File: config.mk
export PLATFORM = sky130hd
export DESIGN_NAME = sstf_request_scheduler
export DESIGN_NICKNAME = d
export VERILOG_FILES = /design/src/rtl/sstf_pkg.sv /design/src/rtl/sstf_datapath.sv /design/src/rtl/sstf_ctrl.sv /design/src/rtl/sstf_request_scheduler.sv
export SDC_FILE = /design/constraint.sdc
export NUM_CORES = 2
export LEC_CHECK = 0
export BUFFER_PORTS_ARGS = -buffer_cell sky130_fd_sc_hd__buf_2
export CORE_MARGIN = 2
export CORE_UTILIZATION = 40
export DETAILED_ROUTE_END_ITERATION = 6
export HOLD_SLACK_MARGIN = 0.03
export SETUP_SLACK_MARGIN = 0.02
export SLEW_MARGIN = 20
export SYNTH_ARGS = -nofsm -noshare
export SYNTH_HDL_FRONTEND = slang
export SYNTH_HIERARCHICAL = 1
export SYNTH_SLANG_ARGS = --single-unit
File: constraint.sdc
create_clock -name clk -period 11.5 [get_ports clk]
set_input_delay 1.725 -clock clk [delete_from_list [all_inputs] [get_ports clk]]
set_output_delay 1.725 -clock clk [all_outputs]
set_load 0.05 [all_outputs]
File: src/rtl/sstf_pkg.sv
package sstf_pkg;

    // Fixed field widths of the request and result beats.
    localparam int SECTOR_BITS = 48;
    localparam int LENGTH_BITS = 16;
    localparam int TAG_BITS    = 8;
    localparam int SUM_BITS    = 64;
    localparam int QCOUNT_BITS = 5;

    // Operation carried by a request beat.
    typedef enum logic
    {
        OP_ADD      = 1'b0,
        OP_DISPATCH = 1'b1
    } opcode_t;

    // Outcome reported in a result beat.
    typedef enum logic [1:0]
    {
        STATUS_ADDED      = 2'd0,
        STATUS_DISPATCHED = 2'd1,
        STATUS_EMPTY      = 2'd2,
        STATUS_FULL       = 2'd3
    } status_t;

    // One request beat.
    typedef struct packed
    {
        opcode_t                opcode;
        logic [SECTOR_BITS-1:0] request_sector;
        logic [LENGTH_BITS-1:0] request_length;
        logic [TAG_BITS-1:0]    request_tag;
    } request_t;

    // One result beat.
    typedef struct packed
    {
        status_t                status;
        logic [SECTOR_BITS-1:0] out_sector;
        logic [LENGTH_BITS-1:0] out_length;
        logic [TAG_BITS-1:0]    out_tag;
        logic [SECTOR_BITS-1:0] seek_distance;
        logic [SUM_BITS-1:0]    seek_total;
        logic [QCOUNT_BITS-1:0] queued_count;
    } result_t;

    // One stored request in the table.
    typedef struct packed
    {
        logic [SECTOR_BITS-1:0] sector;
        logic [LENGTH_BITS-1:0] length;
        logic [TAG_BITS-1:0]    tag;
    } entry_t;

    // Commands from the controller to the datapath.
    typedef struct packed
    {
        logic    add;
        logic    reject;
        status_t reject_status;
        logic    scan_clear;
        logic    scan_rd;
        logic    finish;
        logic    shift_rd;
    } dp_cmd_t;

    // Table status from the datapath to the controller.
    typedef struct packed
    {
        logic full;
        logic empty;
    } dp_status_t;

endpackage

File: src/rtl/sstf_datapath.sv
module sstf_datapath #(
    parameter int QUEUE_DEPTH = 16
) (
    input  logic                              clk,
    input  logic                              rst_n,
    input  sstf_pkg::dp_cmd_t                 cmd,
    input  logic [$clog2(QUEUE_DEPTH)-1:0]    rd_addr,
    input  sstf_pkg::request_t                request,
    output sstf_pkg::dp_status_t              status,
    output logic [$clog2(QUEUE_DEPTH)-1:0]    last_idx,
    output logic [$clog2(QUEUE_DEPTH)-1:0]    best_idx,
    output sstf_pkg::result_t                 result
);

    localparam int IDX_W = $clog2(QUEUE_DEPTH);
    localparam int CNT_W = $clog2(QUEUE_DEPTH + 1);

    // Request table, kept in arrival order from slot zero upward.
    sstf_pkg::entry_t mem [QUEUE_DEPTH];

    logic [CNT_W-1:0]                     count_reg;
    logic [sstf_pkg::SECTOR_BITS-1:0]     head_reg;
    logic [sstf_pkg::SUM_BITS-1:0]        sum_reg;

    // Read stage.
    sstf_pkg::entry_t                     rd_entry_reg;
    logic [IDX_W-1:0]                     rd_idx_reg;
    logic                                 scan_vld_reg;
    logic                                 shift_vld_reg;

    // Distance stage.
    sstf_pkg::entry_t                     cand_entry_reg;
    logic [IDX_W-1:0]                     cand_idx_reg;
    logic [sstf_pkg::SECTOR_BITS-1:0]     dist_reg;
    logic                                 dist_vld_reg;

    // Best candidate so far.
    sstf_pkg::entry_t                     best_entry_reg;
    logic [IDX_W-1:0]                     best_idx_reg;
    logic [sstf_pkg::SECTOR_BITS-1:0]     best_dist_reg;
    logic                                 best_vld_reg;

    sstf_pkg::result_t                    result_reg;
    sstf_pkg::entry_t                     new_entry;
    logic [sstf_pkg::SECTOR_BITS-1:0]     gap;
    logic                                 better;

    assign new_entry.sector = request.request_sector;
    assign new_entry.length = request.request_length;
    assign new_entry.tag    = request.request_tag;

    // Absolute distance from the head to the sector just read.
    assign gap = (rd_entry_reg.sector >= head_reg) ? (rd_entry_reg.sector - head_reg)
                                                   : (head_reg - rd_entry_reg.sector);

    // A later slot wins ties, so the comparison includes equality.
    assign better = dist_vld_reg && (!best_vld_reg || (dist_reg <= best_dist_reg));

    assign status.full  = (count_reg == CNT_W'(QUEUE_DEPTH));
    assign status.empty = (count_reg == '0);
    assign last_idx     = IDX_W'(count_reg - 1'b1);
    assign best_idx     = best_idx_reg;
    assign result       = result_reg;

    // Table memory: one write port, one registered read port.
    always_ff @(posedge clk)
    begin
        if (cmd.add)
        begin
            mem[IDX_W'(count_reg)] <= new_entry;
        end
        else if (shift_vld_reg)
        begin
            mem[rd_idx_reg - 1'b1] <= rd_entry_reg;
        end
        rd_entry_reg <= mem[rd_addr];
        rd_idx_reg   <= rd_addr;
    end

    // Control state: occupancy, head, running total and stage valids.
    always_ff @(posedge clk or negedge rst_n)
    begin
        if (!rst_n)
        begin
            count_reg     <= '0;
            head_reg      <= '0;
            sum_reg       <= '0;
            scan_vld_reg  <= 1'b0;
            shift_vld_reg <= 1'b0;
            dist_vld_reg  <= 1'b0;
            best_vld_reg  <= 1'b0;
        end
        else
        begin
            scan_vld_reg  <= cmd.scan_rd;
            shift_vld_reg <= cmd.shift_rd;
            dist_vld_reg  <= scan_vld_reg;
            if (cmd.scan_clear)
            begin
                best_vld_reg <= 1'b0;
            end
            else if (better)
            begin
                best_vld_reg <= 1'b1;
            end
            if (cmd.add)
            begin
                count_reg <= count_reg + 1'b1;
            end
            else if (cmd.finish)
            begin
                count_reg <= count_reg - 1'b1;
                sum_reg   <= sum_reg + sstf_pkg::SUM_BITS'(best_dist_reg);
                head_reg  <= best_entry_reg.sector
                             + sstf_pkg::SECTOR_BITS'(best_entry_reg.length);
            end
        end
    end

    // Distance and best-candidate payload, and the result beat.
    always_ff @(posedge clk)
    begin
        cand_entry_reg <= rd_entry_reg;
        cand_idx_reg   <= rd_idx_reg;
        dist_reg       <= gap;
        if (better)
        begin
            best_entry_reg <= cand_entry_reg;
            best_idx_reg   <= cand_idx_reg;
            best_dist_reg  <= dist_reg;
        end
        if (cmd.add)
        begin
            result_reg.status        <= sstf_pkg::STATUS_ADDED;
            result_reg.out_sector    <= '0;
            result_reg.out_length    <= '0;
            result_reg.out_tag       <= '0;
            result_reg.seek_distance <= '0;
            result_reg.seek_total    <= sum_reg;
            result_reg.queued_count  <= sstf_pkg::QCOUNT_BITS'(count_reg + 1'b1);
        end
        else if (cmd.reject)
        begin
            result_reg.status        <= cmd.reject_status;
            result_reg.out_sector    <= '0;
            result_reg.out_length    <= '0;
            result_reg.out_tag       <= '0;
            result_reg.seek_distance <= '0;
            result_reg.seek_total    <= sum_reg;
            result_reg.queued_count  <= sstf_pkg::QCOUNT_BITS'(count_reg);
        end
        else if (cmd.finish)
        begin
            result_reg.status        <= sstf_pkg::STATUS_DISPATCHED;
            result_reg.out_sector    <= best_entry_reg.sector;
            result_reg.out_length    <= best_entry_reg.length;
            result_reg.out_tag       <= best_entry_reg.tag;
            result_reg.seek_distance <= best_dist_reg;
            result_reg.seek_total    <= sum_reg + sstf_pkg::SUM_BITS'(best_dist_reg);
            result_reg.queued_count  <= sstf_pkg::QCOUNT_BITS'(count_reg - 1'b1);
        end
    end

    // A request is never written into a full table.
    assert property (@(posedge clk) disable iff (!rst_n) cmd.add |-> !status.full)
        else $error("add written into a full table");

    // Removing the picked request lowers the occupancy by exactly one.
    assert property (@(posedge clk) disable iff (!rst_n)
        cmd.finish |=> (count_reg == $past(count_reg) - 1'b1))
        else $error("occupancy did not drop on dispatch");

    // The dispatch only finishes after at least one candidate was taken.
    assert property (@(posedge clk) disable iff (!rst_n) cmd.finish |-> best_vld_reg)
        else $error("dispatch finished without a candidate");

endmodule

File: src/rtl/sstf_ctrl.sv
module sstf_ctrl #(
    parameter int QUEUE_DEPTH = 16
) (
    input  logic                              clk,
    input  logic                              rst_n,
    input  logic                              start,
    input  sstf_pkg::opcode_t                 opcode,
    input  sstf_pkg::dp_status_t              status,
    input  logic [$clog2(QUEUE_DEPTH)-1:0]    last_idx,
    input  logic [$clog2(QUEUE_DEPTH)-1:0]    best_idx,
    output sstf_pkg::dp_cmd_t                 cmd,
    output logic [$clog2(QUEUE_DEPTH)-1:0]    rd_addr,
    output logic                              busy,
    output logic                              done
);

    localparam int IDX_W = $clog2(QUEUE_DEPTH);

    typedef enum logic [2:0]
    {
        S_IDLE,
        S_SCAN,
        S_DRAIN1,
        S_DRAIN2,
        S_FINISH,
        S_SHIFT,
        S_SHIFT_DRAIN
    } state_t;

    state_t           state_reg;
    state_t           state_next;
    logic [IDX_W-1:0] idx_reg;
    logic [IDX_W-1:0] idx_next;
    logic [IDX_W-1:0] lim_reg;
    logic [IDX_W-1:0] lim_next;
    logic             busy_reg;
    logic             busy_next;
    logic             done_reg;
    logic             done_next;

    assign rd_addr = idx_reg;
    assign busy    = busy_reg;
    assign done    = done_reg;

    // Sequencing of add, reject, scan and removal shift.
    always_comb
    begin
        state_next = state_reg;
        idx_next   = idx_reg;
        lim_next   = lim_reg;
        busy_next  = busy_reg;
        done_next  = 1'b0;
        cmd        = '0;
        case (state_reg)
            S_IDLE:
            begin
                if (start)
                begin
                    if (opcode == sstf_pkg::OP_DISPATCH)
                    begin
                        if (status.empty)
                        begin
                            cmd.reject        = 1'b1;
                            cmd.reject_status = sstf_pkg::STATUS_EMPTY;
                            done_next         = 1'b1;
                        end
                        else
                        begin
                            cmd.scan_clear = 1'b1;
                            idx_next       = '0;
                            lim_next       = last_idx;
                            busy_next      = 1'b1;
                            state_next     = S_SCAN;
                        end
                    end
                    else if (status.full)
                    begin
                        cmd.reject        = 1'b1;
                        cmd.reject_status = sstf_pkg::STATUS_FULL;
                        done_next         = 1'b1;
                    end
                    else
                    begin
                        cmd.add   = 1'b1;
                        done_next = 1'b1;
                    end
                end
            end
            S_SCAN:
            begin
                cmd.scan_rd = 1'b1;
                if (idx_reg == lim_reg)
                begin
                    state_next = S_DRAIN1;
                end
                else
                begin
                    idx_next = idx_reg + 1'b1;
                end
            end
            S_DRAIN1:
            begin
                state_next = S_DRAIN2;
            end
            S_DRAIN2:
            begin
                state_next = S_FINISH;
            end
            S_FINISH:
            begin
                cmd.finish = 1'b1;
                if (best_idx == lim_reg)
                begin
                    busy_next  = 1'b0;
                    done_next  = 1'b1;
                    state_next = S_IDLE;
                end
                else
                begin
                    idx_next   = best_idx + 1'b1;
                    state_next = S_SHIFT;
                end
            end
            S_SHIFT:
            begin
                cmd.shift_rd = 1'b1;
                if (idx_reg == lim_reg)
                begin
                    state_next = S_SHIFT_DRAIN;
                end
                else
                begin
                    idx_next = idx_reg + 1'b1;
                end
            end
            S_SHIFT_DRAIN:
            begin
                busy_next  = 1'b0;
                done_next  = 1'b1;
                state_next = S_IDLE;
            end
            default:
            begin
                busy_next  = 1'b0;
                state_next = S_IDLE;
            end
        endcase
    end

    // State and registered outputs.
    always_ff @(posedge clk or negedge rst_n)
    begin
        if (!rst_n)
        begin
            state_reg <= S_IDLE;
            idx_reg   <= '0;
            lim_reg   <= '0;
            busy_reg  <= 1'b0;
            done_reg  <= 1'b0;
        end
        else
        begin
            state_reg <= state_next;
            idx_reg   <= idx_next;
            lim_reg   <= lim_next;
            busy_reg  <= busy_next;
            done_reg  <= done_next;
        end
    end

    // A result beat is only shown once the block is free again.
    assert property (@(posedge clk) disable iff (!rst_n) done_reg |-> !busy_reg)
        else $error("result strobe while busy");

    // The picked slot lies inside the occupied part of the table.
    assert property (@(posedge clk) disable iff (!rst_n)
        (state_reg == S_FINISH) |-> (best_idx <= lim_reg))
        else $error("picked slot beyond the table");

    // Busy is raised only while a dispatch is in progress.
    assert property (@(posedge clk) disable iff (!rst_n)
        (state_reg == S_IDLE) |-> !busy_reg)
        else $error("busy held while idle");

endmodule

File: src/rtl/sstf_request_scheduler.sv
// Shortest-seek-first request scheduler.
// Request channel: a beat is taken at a rising edge with start high and busy low.
// Its opcode either adds a request (sector, length, tag) to the table tail or
// dispatches the stored request whose sector is nearest the head position; on
// equal distances the most recently added request is chosen.
// Result channel: done is high for exactly one cycle with the result beat; it is
// taken at the edge that ends that cycle and the receiver cannot hold it off.
// Adds, drops on a full table and dispatches on an empty table never raise busy;
// their result appears in the cycle after the request beat.
// A dispatch with n requests held, picking slot p, keeps busy high while the
// single-port table is scanned one slot a cycle through a read, distance and
// compare pipeline, and while the n-1-p younger slots move down one a cycle;
// when the youngest is picked, no slot moves and busy drops with the result.
// Reset empties the table and clears the head position and the seek total.
module sstf_request_scheduler #(
    parameter int QUEUE_DEPTH = 16
) (
    input  logic               clk,
    input  logic               rst_n,
    input  logic               start,
    input  sstf_pkg::request_t request,
    output logic               busy,
    output logic               done,
    output sstf_pkg::result_t  result
);

    localparam int IDX_W = $clog2(QUEUE_DEPTH);

    sstf_pkg::dp_cmd_t    cmd;
    sstf_pkg::dp_status_t dp_status;
    logic [IDX_W-1:0]     rd_addr;
    logic [IDX_W-1:0]     last_idx;
    logic [IDX_W-1:0]     best_idx;

    // Controller sequencing each beat.
    sstf_ctrl #(
        .QUEUE_DEPTH (QUEUE_DEPTH)
    ) u_ctrl (
        .clk      (clk),
        .rst_n    (rst_n),
        .start    (start),
        .opcode   (request.opcode),
        .status   (dp_status),
        .last_idx (last_idx),
        .best_idx (best_idx),
        .cmd      (cmd),
        .rd_addr  (rd_addr),
        .busy     (busy),
        .done     (done)
    );

    // Table, distance pipeline and running totals.
    sstf_datapath #(
        .QUEUE_DEPTH (QUEUE_DEPTH)
    ) u_datapath (
        .clk      (clk),
        .rst_n    (rst_n),
        .cmd      (cmd),
        .rd_addr  (rd_addr),
        .request  (request),
        .status   (dp_status),
        .last_idx (last_idx),
        .best_idx (best_idx),
        .result   (result)
    );

endmodule

==> summary.md <==
| Metric | Value |
|---|---|
| Max FFs per register | `1152` |
| WP buf/inv | `4` |
| Largest cells by area after synthesis | `edfxtp_1, mux4_2, dfxtp_1` |
| Min Tclk post-route | `~5.4 ns` |
| Dominant synthesized flop cell | `edfxtp_1` |
| Initial antenna violation count | `6` |
| WHS Path Cells | `0` |
| Syn avg cell area | `about 15 µm²` |
| Hold Crit Class | `reg -> reg` |
| Crit path required time | `approximately 12 ns` |
| Iter 0 DRT Violations | `3980` |
| Fmax | `approximately 190 MHz` |
| DRC Markers | `0` |
| Global Route Usage Sum | `between 20% and 30%` |
| Worst reg-to-reg setup slack | `around 6.2 ns` |
| # port buffers | `between 200 and 300` |
| Routability congestion estimate | `between 0.8 and 0.9` |
| Top-area cell type share of the netlist area | `a little over half` |
| Peak VDD IR | `0.186 mV` |
| Cell taking the most area after synthesis | `edfxtp_1` |
| Setup_tns | `0 ns` |
| First-pass GRT wire length | `between 200000 and 300000 µm` |
| Async SR Flop Fraction | `around 7.4%` |
| Critical Path Fanout Max | `69` |
| Crit path max-delay family | `simple AND/OR/NAND/NOR gates` |
| Clock buffer count from CTS | `about 190` |
| P&R area growth vs syn | `14.1%` |
| CP endpoint kind | `register` |
| Yosys reg bits | `1801` |
| Outcome | `finished, final reports clean` |
| Hold Path Origin | `u_datapath/rd_entry_reg[18]` |
| CTS H-Tree Depth | `4` |
| Netlist cell types | `91` |
| Rows | `159` |
| Design area | `around 0.086 mm²` |
| Worst-Margin Slew | `about 1.1 ns` |
| Hold slack final | `roughly 0.33 ns` |
| Startpoint Class | `input pin` |
| Vias per cell | `5.52` |
| Final design utilization | `around 46%` |
| Hold_buf cts | `0` |
| Die Height | `437 µm` |
| Maximum buffer depth of the clock tree | `3` |
| Final max-slew violation count | `0` |
| Worst r2r src | `u_datapath/count_reg[0]` |
| WL/cell | `approximately 25 µm` |
| Clock sinks | `between 1500 and 2000` |
| Drt pass-1 iters | `6` |
| Via count | `approximately 43000` |
| Crit-path cells | `buf_2 -> inv_1 -> nor2_1 -> nand2_1 -> nor3_2 -> buf_4 -> nand2b_4 -> nand2_1 -> o21ai_0 -> nand2_1 -> nor2_4 -> buf_4` |
| Total Nets Final | `~5500` |
| GRT overflow | `0` |
| Pwr Density | `approximately 320 mW/mm²` |
| Starting density of the core | `roughly two fifths` |
| Yosys warnings | `6` |
| Clock Pin Slew Worst Setup and Hold Paths | `0.06 ns` |
| Critical Path AT | `about 5.8 ns` |
| Io pins | `269` |
| EDFF count, synth | `~1300` |
| Largest stage delay on the critical path | `around 0.90 ns` |
| Sequential area share after synthesis | `66.8%` |
| Core Region | `roughly 0.19 mm²` |
| RR Endpoint | `u_datapath/mem[6][16]` |
| Clock Latency Late Sink | `roughly 0.82 ns` |
| Layout cells sized above 1 | `between 20 and 25%` |
| Syn nets | `5194` |
| Gate Count Post-Synth | `between 4000 and 5000` |
| Detail Route Antenna Nets | `0` |
| Post-DP HPWL | `131000 µm` |
| Horiz. Die Dim | `437 µm` |
| Largest net degree at the start of global routing | `between 90 and 100` |
| Slew margin rel. | `28.8%` |
| RSZ-0062 raised after global routing | `false` |
| Placed cell area | `between 0.07 and 0.08 mm²` |
| CTS tree | `done` |
| R2r worst-path depth | `10` |
| Max cap viols | `0` |
| Final hold violation count | `0` |
| Die area | `between 0.15 and 0.2 mm²` |
| Worst hold endpoint | `u_datapath/cand_entry_reg[18]` |
| Vias in the first global route | `43200` |
| Final WL | `approximately 200000 µm` |
| Post-Syn Area | `approximately 0.075 mm²` |
| Pleak | `30.6 nW` |
| CP max-delay cell | `buf_4` |
| Final Cycle Share | `a little under half` |
| Count of final setup violators | `0` |
| Resized cells post-CTS | `0` |
| Most common cell on crit path | `nand2_1` |
| Fin Clk Skew | `approximately 0.041 ns` |
| Root Buffer Master | `clkbuf_16` |
| WS Path Type | `in -> reg` |
| Number of post-CTS setup repair buffers | `0` |
| Fill count | `16300` |
-- layer usage --
layer,global-route usage [%],share of wire (%)
met5,0,0.0040
met4,6.48,2.9
met3,2.96,5.1
met2,34.4,49
met1,28.0,43
-- synthesized netlist by cell type (62+ instances only) --
master,instances
a21o_1,77
a21oi_1,222
clkbuf_1,173
dfrtp_1,134
dfxtp_1,322
edfxtp_1,1345
ha_1,212
inv_1,193
mux2i_1,130
mux4_2,360
nand2_1,364
nand4_1,62
nor2_1,267
o21ai_0,320
xnor2_1,94
xor2_1,76
-- kinds of logic after synthesis --
family | Yosys count | synth area share [%]
AO/OA/AOI/OAI | 844 | 6.85
XOR/XNOR | 170 | 1.98
flip-flops | 1801 | 66.8
AND/OR/NAND/NOR | 905 | 5.39
adder cells (fa/ha/maj) | 216 | 3.64
buffers and inverters | 442 | 2.29
multiplexers | 524 | 13.0
-- area by class of cell --
class | instances | area, µm² | area share, %
flip-flops and latches | 1801 | 50200 | 58.6
multi-input cells | 2659 | 23400 | 27.3
clock buffers | 266 | 5230 | 6.10
well taps | 2495 | 3120 | 3.64
repair buffers | 376 | 2190 | 2.56
clock inverters | 83 | 826 | 0.964
inverters | 193 | 724 | 0.845
diodes | 1 | 2.50 | 0.00292
-- where the power goes --
part / internal (mW) / switching (mW)
combinational: 3.99 / 7.20
sequential: 9.12 / 1.30
clock: 3.41 / 2.51
-- worst reg2reg max path: stages (launching register included) --
cell and delay, ns:
dfrtp_1 0.49, inv_1 0.24, ha_1 0.22, nor4bb_1 0.44, nor3_2 0.09, buf_4 0.24
nand2b_4 0.62, o21ai_0 0.54, nand2_1 0.32, nor2_4 0.75, buf_4 0.91
-- how the worst max path moves through the flow --
stage                            end  cells past startpoint  start
2_1_floorplan   u_datapath/mem[5][0]                     11  start
3_3_place_gp   u_datapath/mem[3][61]                     11  start
3_5_place_dp   u_datapath/mem[5][16]                     12  start
4_1_cts        u_datapath/mem[5][16]                     12  start
5_1_grt        u_datapath/mem[5][17]                     12  start
6_report       u_datapath/mem[6][16]                     12  start
-- per-stage QoR --
stage	setup slack (ns)	total power, mW	std cells
6_report	6.12	27.5	7874
4_1_cts	6.05	27.7	7871
5_1_grt	5.75	29.0	7873
2_1_floorplan	4.76	18.0	4902
3_3_place_gp	5.07	21.6	7520
3_5_place_dp	5.23	21.7	7522
-- layout by cell type, fill, tap and decap left out, types with 189 or more instances in the layout --
cell type,count
a21oi_1,222
buf_2,268
clkbuf_16,189
dfxtp_1,322
edfxtp_1,1345
ha_1,212
inv_1,193
mux4_2,360
nand2_1,362
nor2_1,251
o21ai_0,316
Note: power is estimated with default switching activity, not from simulation.
